File: src/hdl/ckh_pkg.sv
// package: sizes, rank table and shared types of the canonical k-mer histogram
`default_nettype none
package ckh_pkg;

    localparam int K        = 4;
    localparam int BINS     = 136;
    localparam int CODES    = 1 << (2 * K);
    localparam int HIST_W   = 3 * (K - 1);
    localparam int FILL_W   = 4;
    localparam int BIN_W    = 8;
    localparam int CNT_W    = 16;
    localparam int BASE_W   = 3;
    localparam int CODE_W   = 2 * K;
    localparam int ADDR_W   = $clog2(BINS);

    localparam logic ACT_PUSH = 1'b0;
    localparam logic ACT_READ = 1'b1;

    localparam logic KIND_COUNT = 1'b0;
    localparam logic KIND_READ  = 1'b1;

    typedef logic [BIN_W-1:0] t_rank_tab [CODES];

    typedef struct packed {
        logic             res;
        logic             kind;
        logic [BIN_W-1:0] bin;
        logic             other;
        logic             in_range;
    } t_kmer_req;

    function automatic t_rank_tab f_build_ranks();
        t_rank_tab tab;
        int        rank [CODES];
        int        next;
        int        rc;
        int        c;
        int        v;
        next = 0;
        for (int i = 0; i < CODES; i++) begin
            c  = i;
            rc = 0;
            for (int j = 0; j < K; j++) begin
                rc = (rc << 2) | (3 - (c & 3));
                c  = c >> 2;
            end
            if (i <= rc) begin
                rank[i] = next;
                next    = next + 1;
            end else begin
                rank[i] = rank[rc];
            end
            v = (rank[i] >= BINS) ? BINS - 1 : rank[i];
            tab[i] = BIN_W'(v);
        end
        return tab;
    endfunction

    localparam t_rank_tab RANK_TAB = f_build_ranks();

endpackage
`default_nettype wire

File: src/hdl/canonical_kmer_histogram.sv
// top level: stream ports, histogram update stage and result register
// two register stages: the update stage (r_s1) and the result register (r_out_*)
// throughput: one item per cycle unless the output stalls, set by one histogram
//   read-modify-write per cycle (registered ram read, one-entry bypass of the last write)
// a result register lets a new item in while a finished result waits
// synchronous active-low reset clears the window, fill count and all bins at once
`default_nettype none
module canonical_kmer_histogram
    import ckh_pkg::*;
(
    input  wire logic        i_clk,
    input  wire logic        i_rst_n,
    input  wire logic        i_s_axis_tvalid,
    output logic             o_s_axis_tready,
    input  wire logic [15:0] i_s_axis_tdata,  // base[2:0], bin_select[10:3], zero pad
    input  wire logic [1:0]  i_s_axis_tuser,  // action[0], start_req[1]
    output logic             o_m_axis_tvalid,
    input  wire logic        i_m_axis_tready,
    output logic      [23:0] o_m_axis_tdata,  // kmer_bin[7:0], bin_count[23:8]
    output logic      [1:0]  o_m_axis_tuser   // kind[0], had_other[1]
);

    t_kmer_req         req;
    logic              accept;
    logic              advance;
    logic              r_s1_vld;
    t_kmer_req         r_s1;
    logic [CNT_W-1:0]  old_cnt;
    logic [CNT_W-1:0]  inc_cnt;
    logic [CNT_W-1:0]  res_cnt;
    logic              wr_en;
    logic [CNT_W-1:0]  wr_data;
    logic              r_out_vld;
    logic              r_out_kind;
    logic              r_out_other;
    logic [BIN_W-1:0]  r_out_bin;
    logic [CNT_W-1:0]  r_out_cnt;

    assign advance         = !r_out_vld || i_m_axis_tready;
    assign o_s_axis_tready = !r_s1_vld || advance;
    assign accept          = i_s_axis_tvalid && o_s_axis_tready;

    ckh_window u_window (
        .i_clk    (i_clk),
        .i_rst_n  (i_rst_n),
        .i_accept (accept),
        .i_action (i_s_axis_tuser[0]),
        .i_start  (i_s_axis_tuser[1]),
        .i_base   (i_s_axis_tdata[2:0]),
        .i_sel    (i_s_axis_tdata[10:3]),
        .o_req    (req)
    );

    ckh_store u_store (
        .i_clk     (i_clk),
        .i_rst_n   (i_rst_n),
        .i_rd_en   (accept && req.res),
        .i_rd_addr (req.in_range ? req.bin[ADDR_W-1:0] : '0),
        .i_wr_en   (wr_en),
        .i_wr_addr (r_s1.bin[ADDR_W-1:0]),
        .i_wr_data (wr_data),
        .o_rd_data (old_cnt)
    );

    // saturating increment, clear on readout
    always_comb begin
        inc_cnt = (old_cnt == '1) ? old_cnt : old_cnt + CNT_W'(1);
        if (r_s1.kind == KIND_READ) begin
            res_cnt = r_s1.in_range ? old_cnt : '0;
            wr_data = '0;
        end else begin
            res_cnt = inc_cnt;
            wr_data = inc_cnt;
        end
        wr_en = r_s1_vld && advance && r_s1.in_range;
    end

    always_ff @(posedge i_clk) begin
        if (!i_rst_n) begin
            r_s1_vld  <= 1'b0;
            r_out_vld <= 1'b0;
        end else begin
            if (o_s_axis_tready) begin
                r_s1_vld <= accept && req.res;
            end
            if (advance) begin
                r_out_vld <= r_s1_vld;
            end
        end
    end

    always_ff @(posedge i_clk) begin
        if (o_s_axis_tready) begin
            r_s1 <= req;
        end
        if (advance) begin
            r_out_kind  <= r_s1.kind;
            r_out_other <= r_s1.other;
            r_out_bin   <= r_s1.bin;
            r_out_cnt   <= res_cnt;
        end
    end

    assign o_m_axis_tvalid = r_out_vld;
    assign o_m_axis_tdata  = {r_out_cnt, r_out_bin};
    assign o_m_axis_tuser  = {r_out_other, r_out_kind};

    a_count_nonzero: assert property (@(posedge i_clk) disable iff (!i_rst_n)
        (r_out_vld && (r_out_kind == KIND_COUNT)) |-> (r_out_cnt != '0))
        else $error("counted report with zero count");

    a_read_no_other: assert property (@(posedge i_clk) disable iff (!i_rst_n)
        (r_out_vld && (r_out_kind == KIND_READ)) |-> !r_out_other)
        else $error("readout flagged with non-acgt base");

    a_other_bin_zero: assert property (@(posedge i_clk) disable iff (!i_rst_n)
        (r_out_vld && (r_out_kind == KIND_COUNT) && r_out_other) |-> (r_out_bin == '0))
        else $error("non-acgt k-mer not in bin zero");

    a_bin_range: assert property (@(posedge i_clk) disable iff (!i_rst_n)
        (r_out_vld && (r_out_kind == KIND_COUNT)) |-> ({1'b0, r_out_bin} < (BIN_W + 1)'(BINS)))
        else $error("counted bin out of range");

    a_hold_stage: assert property (@(posedge i_clk) disable iff (!i_rst_n)
        (r_s1_vld && !advance) |=> (r_s1_vld && $stable(r_s1)))
        else $error("update stage lost an item under stall");

endmodule
`default_nettype wire

File: src/hdl/ckh_ram.sv
// generic single-port-write, registered-read ram
`default_nettype none
module ckh_ram #(
    parameter int WIDTH = 16,
    parameter int DEPTH = 136
) (
    input  wire logic                     i_clk,
    input  wire logic                     i_wr_en,
    input  wire logic [$clog2(DEPTH)-1:0] i_wr_addr,
    input  wire logic [WIDTH-1:0]         i_wr_data,
    input  wire logic                     i_rd_en,
    input  wire logic [$clog2(DEPTH)-1:0] i_rd_addr,
    output logic      [WIDTH-1:0]         o_rd_data
);

    logic [WIDTH-1:0] r_mem [DEPTH];

    always_ff @(posedge i_clk) begin
        if (i_wr_en) begin
            r_mem[i_wr_addr] <= i_wr_data;
        end
        if (i_rd_en) begin
            o_rd_data <= r_mem[i_rd_addr];
        end
    end

endmodule
`default_nettype wire

File: src/hdl/ckh_window.sv
// base window, canonical code and bin lookup for each item
`default_nettype none
module ckh_window
    import ckh_pkg::*;
(
    input  wire logic              i_clk,
    input  wire logic              i_rst_n,
    input  wire logic              i_accept,
    input  wire logic              i_action,
    input  wire logic              i_start,
    input  wire logic [BASE_W-1:0] i_base,
    input  wire logic [BIN_W-1:0]  i_sel,
    output t_kmer_req              o_req
);

    logic [HIST_W-1:0] r_recent, n_recent;
    logic [FILL_W-1:0] r_fill, n_fill;
    logic [FILL_W-1:0] fill_eff;
    logic              full;
    logic [CODE_W-1:0] code;
    logic              other;
    logic [BASE_W-1:0] b;

    assign fill_eff = i_start ? '0 : r_fill;
    assign full     = (fill_eff >= FILL_W'(K - 1));

    always_comb begin
        code  = '0;
        other = 1'b0;
        for (int j = K - 2; j >= 0; j--) begin
            b     = r_recent[3*j +: BASE_W];
            other = other | b[2];
            code  = {code[CODE_W-3:0], b[1:0]};
        end
        b     = i_base;
        other = other | i_base[2];
        code  = {code[CODE_W-3:0], i_base[1:0]};
    end

    always_comb begin
        o_req          = '0;
        o_req.in_range = 1'b1;
        if (i_action == ACT_READ) begin
            o_req.res      = 1'b1;
            o_req.kind     = KIND_READ;
            o_req.bin      = i_sel;
            o_req.in_range = ({1'b0, i_sel} < (BIN_W + 1)'(BINS));
        end else begin
            o_req.res   = full;
            o_req.kind  = KIND_COUNT;
            o_req.other = other;
            o_req.bin   = other ? '0 : RANK_TAB[code];
        end
    end

    always_comb begin
        n_recent = r_recent;
        n_fill   = r_fill;
        if (i_accept && (i_action == ACT_PUSH)) begin
            n_recent = {r_recent[HIST_W-BASE_W-1:0], i_base};
            if (!full) begin
                n_fill = fill_eff + FILL_W'(1);
            end
        end
    end

    always_ff @(posedge i_clk) begin
        if (!i_rst_n) begin
            r_recent <= '0;
            r_fill   <= '0;
        end else begin
            r_recent <= n_recent;
            r_fill   <= n_fill;
        end
    end

endmodule
`default_nettype wire

File: src/hdl/ckh_store.sv
// histogram counter store: ram, per-bin valid bits and last-write bypass
`default_nettype none
module ckh_store
    import ckh_pkg::*;
(
    input  wire logic              i_clk,
    input  wire logic              i_rst_n,
    input  wire logic              i_rd_en,
    input  wire logic [ADDR_W-1:0] i_rd_addr,
    input  wire logic              i_wr_en,
    input  wire logic [ADDR_W-1:0] i_wr_addr,
    input  wire logic [CNT_W-1:0]  i_wr_data,
    output logic      [CNT_W-1:0]  o_rd_data
);

    logic [BINS-1:0]   r_valid;
    logic [ADDR_W-1:0] r_rd_addr;
    logic              r_lw_vld;
    logic [ADDR_W-1:0] r_lw_addr;
    logic [CNT_W-1:0]  r_lw_data;
    logic [CNT_W-1:0]  ram_q;

    ckh_ram #(
        .WIDTH (CNT_W),
        .DEPTH (BINS)
    ) u_ram (
        .i_clk     (i_clk),
        .i_wr_en   (i_wr_en),
        .i_wr_addr (i_wr_addr),
        .i_wr_data (i_wr_data),
        .i_rd_en   (i_rd_en),
        .i_rd_addr (i_rd_addr),
        .o_rd_data (ram_q)
    );

    always_ff @(posedge i_clk) begin
        if (!i_rst_n) begin
            r_valid  <= '0;
            r_lw_vld <= 1'b0;
        end else if (i_wr_en) begin
            r_valid[i_wr_addr] <= 1'b1;
            r_lw_vld           <= 1'b1;
        end
    end

    always_ff @(posedge i_clk) begin
        if (i_rd_en) begin
            r_rd_addr <= i_rd_addr;
        end
        if (i_wr_en) begin
            r_lw_addr <= i_wr_addr;
            r_lw_data <= i_wr_data;
        end
    end

    // newest write wins over the ram copy read in the same cycle
    always_comb begin
        if (r_lw_vld && (r_lw_addr == r_rd_addr)) begin
            o_rd_data = r_lw_data;
        end else if (r_valid[r_rd_addr]) begin
            o_rd_data = ram_q;
        end else begin
            o_rd_data = '0;
        end
    end

endmodule
`default_nettype wire

File: config.mk
export PLATFORM = sky130hd
export DESIGN_NAME = canonical_kmer_histogram
export DESIGN_NICKNAME = d
export VERILOG_FILES = /design/src/hdl/ckh_pkg.sv /design/src/hdl/canonical_kmer_histogram.sv /design/src/hdl/ckh_ram.sv /design/src/hdl/ckh_window.sv /design/src/hdl/ckh_store.sv
export SDC_FILE = /design/constraint.sdc
export NUM_CORES = 2
export LEC_CHECK = 0
export ABC_AREA = 1
export BUFFER_PORTS_ARGS = -buffer_cell sky130_fd_sc_hd__buf_2
export CORE_ASPECT_RATIO = 0.75
export CORE_MARGIN = 5
export CORE_UTILIZATION = 45
export DETAILED_ROUTE_END_ITERATION = 16
export PLACE_DENSITY_LB_ADDON = 0.2
export SLEW_MARGIN = 20
export SYNTH_ARGS = -nofsm -noshare
export SYNTH_HDL_FRONTEND = slang
export SYNTH_SLANG_ARGS = --single-unit
File: constraint.sdc
create_clock -name i_clk -period 7.3 [get_ports i_clk]
set_input_delay 0.73 -clock i_clk [delete_from_list [all_inputs] [get_ports i_clk]]
set_output_delay 0.73 -clock i_clk [all_outputs]
set_load 0.01 [all_outputs]
==> flow_summary.ini <==
[placement]
pre_cts_ws_ns = 1.331
dp_hpwl_um = 177500
globalplace.congestion = 0.8711
port-buffer-count = 44
instance_area_after_placement_mm2 = 0.1096

[layout]
final_cell_area_mm2 = 0.1174
p_r_area_growth_vs_syn_pct = 11.77
fraction_of_layout_cells_with_a_size_suffix_above_1_pct = 7.799
net_count_final = 9855

[synthesis]
main_combinational_cell_family_by_area_after_synthesis = simple AND/OR/NAND/NOR gates
share_of_synthesized_cell_area_in_full_adder_half_adder_and_majority_cells_pct = 0.1668
synth_xor_area_share_pct = 0.06673
ys_types = 40
ys_ff_latch = 2413
synthMuxAreaShare_pct = 0
post_synth.cell_area_avg_um2 = 10.66
synth.net_count = 9883
synth_compound_area_share_pct = 2.830
synth-simple-area-share_pct = 22.94
synth-warning-count = 0
post_synthesis_instance_total = 9847
synth_area_mm2 = 0.1050
synth_sequential_area_ratio_pct = 67.56

[timing]
grt_setup_unrepaired = false
final-hold-violation-count = 0
fin_setup_tns_ns = 0
highest_attainable_clock_frequency_ghz = 0.1704
timing_max_transition_violations_final = 0
worst-slew-pin-transition_ns = 1.192
min_period_ns = 5.870
clock-skew-final_ns = 0.08204
setup_violations = 0
finalWorstSetupSlack_ns = 1.430
layout_worst_path_cycle_share_pct = 80.41
holdWs_ns = 0.07326
slew-limit-headroom_pct = 20.45

[global_route]
grt_first_pass_wirelength_um = 461200
grt.total_usage_pct = 25.14
antenna_found_initial = 11
first_global_vias = 68210
grt_start_max_net_pins = 182
gr-total-overflow = 0

[detailed_routing]
vias = 73810
vias_per_cell = 5.627
final_antenna_violating_net_count = 0
drc = 0
iteration_0_drc_markers = 10020
first_pass_iters = 6
wire_per_inst_um = 24.05
detail_route.wirelength_um = 315400

[clocking]
postCtsSetupRepairBufs = 0
cts_root_buf = clkbuf_16
clk_transition_reported_paths_ns = 0.06
tritoncts = done
post_cts_resized = 0
numCtsBuffers = 240
htree_num_levels = 4
cts.hold.buffers_added = 0
clock_latency_at_the_later_pin_of_the_worst_skew_pair_ns = 0.92
clock_tree_sinks = 2413
cts_max_path_buffers = 4

[setup_path]
crit_path_top_delay_cell = inv_6
worst_setup_sp_type = flop
path_cells = inv_2, buf_4, o21ai_0, o211ai_1, nand3_1, nand2_1, nand2_1, nand2_1, a21oi_1, nand2_1, nand3_1, nand2_2, nand2_1, nand2_2, ha_1, inv_1, nor2_1, nand2_2, nor2_4, nand2_1, nand2_1, nand2_1, inv_6, buf_4
crit_path_max_incr_delay_ns = 0.69
critical_path_class = reg2reg
cpMostUsedCell = nand2_1
worst_setup_path_end_kind = flop
r2r-start = u_store.r_rd_addr[0]
path_max_fanout = 111
arrival_ns = 6.55
beginning_of_the_critical_path = u_store.r_rd_addr[0]
worst-endpoint-required_ns = 7.98

[flow_run]
timing.max_cap.violations = 0

[power_and_ir_drop]
total_switching_power_mw = 7.602
total_leakage_power_nw = 45.64
flop_pwr_share_pct = 49.8
cell_internal_pwr_mw = 22.90
pwr_density_cell_mw_per_mm2 = 259.9
worst_ir_drop_vdd_v = 0.0002155
switching_power_as_a_share_of_total_power_pct = 24.93
clock_power_share_pct = 40.2
comb_power_share_pct = 9.9

[floorplanning]
floorplan.initialDensity_pct = 45.25
fp.dieH_um = 428.3
dieArea_mm2 = 0.2432
core_mm2 = 0.2320
die_width_um = 567.8
pin_count = 50
placement_rows = 153

[hold_path]
hold_path.startpoint = i_s_axis_tdata[2]
holdCritPathClass = in2reg

[outcome]
outcome = finished clean
routing by layer:
metal	wire [um]	vias up	track usage, %
met5	0	-	0
met4	9091	0	7.028
met3	33980	502	5.489
met2	133400	3602	36.25
met1	139000	36140	38.25
li1	-	33570	-
state kept, by name, summed over array words and instances, names as in the netlist, 4 cells and up:
| name | count |
|---|---|
| u_store.u_ram.r_mem | 2176 |
| u_store.r_valid | 136 |
| r_out_cnt | 16 |
| u_store.r_lw_data | 16 |
| u_store.u_ram.o_rd_data | 16 |
| r_s1 | 11 |
| u_window.r_recent | 9 |
| r_out_bin | 8 |
| u_store.r_lw_addr | 8 |
| u_store.r_rd_addr | 8 |
| u_window.r_fill | 4 |
power groups by stage:
stage               clock network, mW  registers, mW  logic (mW)
floorplan                           0           15.5        1.77
global placement                    0           15.5        2.94
detailed placement                  0           15.5        2.97
CTS                              12.4           15.2        2.98
global route                     13.0           15.2        3.25
finish                           12.3           15.2        3.02
cells by family (layout without fill, tap and decap cells):
logic type	count (synthesis)	in the layout
AO/OA/AOI/OAI	482	482
other	0	3
flip-flops	2413	2413
adder cells (fa/ha/maj)	14	14
AND/OR/NAND/NOR	5264	5264
XOR/XNOR	8	8
buffers and inverters	1666	1833
final timing paths:
kind                                                     to  slack (ns)  depth (start not counted)
worst max register to register  u_store.u_ram.r_mem[123][0]        1.43                         24
worst max-delay path            u_store.u_ram.r_mem[123][0]        1.43                         24
worst min register to register           u_window.r_fill[3]        0.46                          2
worst min-delay path                   u_window.r_recent[2]        0.07                          3
Yosys cell counts:
library cell     n  area, um2
a211oi_1         1      7.510
a21oi_1         44      220.2
a21oi_2          1      8.760
a221oi_1         5      43.79
a22oi_1          2      15.01
a31oi_1          7      43.79
and2_1           1      6.260
buf_1           21      78.83
buf_2          317       1587
buf_4           22      165.2
buf_6            3      33.78
clkbuf_1       261      979.7
clkinv_1        12      45.04
dfxtp_1        152       3043
edfxtp_1      2261      67900
ha_1            14      175.2
inv_1         1019       3825
inv_2           11      41.29
nand2_1       2331       8750
nand2_2         10      62.56
nand3_1       1872       9369
nand3b_1       497       3731
nand4_1         18      112.6
nor2_1         510       1914
nor2_2           5      31.28
nor2_4           1      11.26
nor3_1          19      95.09
o2111ai_1        3      26.28
o211ai_1        57      427.9
o21a_1          74      555.5
o21ai_0        178      890.9
o21ai_1         29      145.1
o21bai_1        16      120.1
o221ai_1        19      166.4
o22ai_1         40      250.2
o311ai_0         3      26.28
o31ai_1          2      15.01
o32ai_1          1      8.760
xnor2_1          4      35.03
xor2_1           4      35.03
layout by cell type (no fill, tap or decap), types with 38 or more instances in the layout:
master,synthesis,layout
a21oi_1,44,44
buf_12,0,62
buf_2,317,43
buf_4,22,248
clkbuf_1,261,47
clkbuf_16,0,242
clkinv_1,12,60
clkinv_2,0,43
dfxtp_1,152,151
edfxtp_1,2261,2261
inv_1,1019,1004
nand2_1,2331,2328
nand3_1,1872,1872
nand3b_1,497,497
nor2_1,510,472
nor2_2,5,38
o211ai_1,57,57
o21a_1,74,74
o21ai_0,178,178
o22ai_1,40,40
layout make-up:
class | count | area [um2]
clock inverter | 133 | 1251
fill | 20250 | 114700
antenna | 3 | 7.507
tap | 3100 | 3879
multi-input combinational | 5768 | 27490
timing repair buffer | 354 | 3346
clock buffer | 304 | 6439
inverter | 1042 | 4001
sequential | 2413 | 70940
per-stage QoR:
stage / cells / total power, mW / utilization, %
CTS: 13110 / 30.62 / 50.56
detailed placement: 12680 / 18.46 / 47.24
global placement: 12680 / 18.43 / 47.24
global route: 13120 / 31.47 / 50.58
floorplan: 9847 / 17.27 / -
finish: 13120 / 30.50 / 50.58
critical path: cells and delay by family (launching register included):
family	cells	cell delay [ns]
buffers and inverters	5	2.33
and+or+nand+nor	15	2.15
AOI/OAI and AO/OA	3	0.31
adders and majority gates	1	0.28
DFF	1	0.39
(Power assumes the default switching activity.)
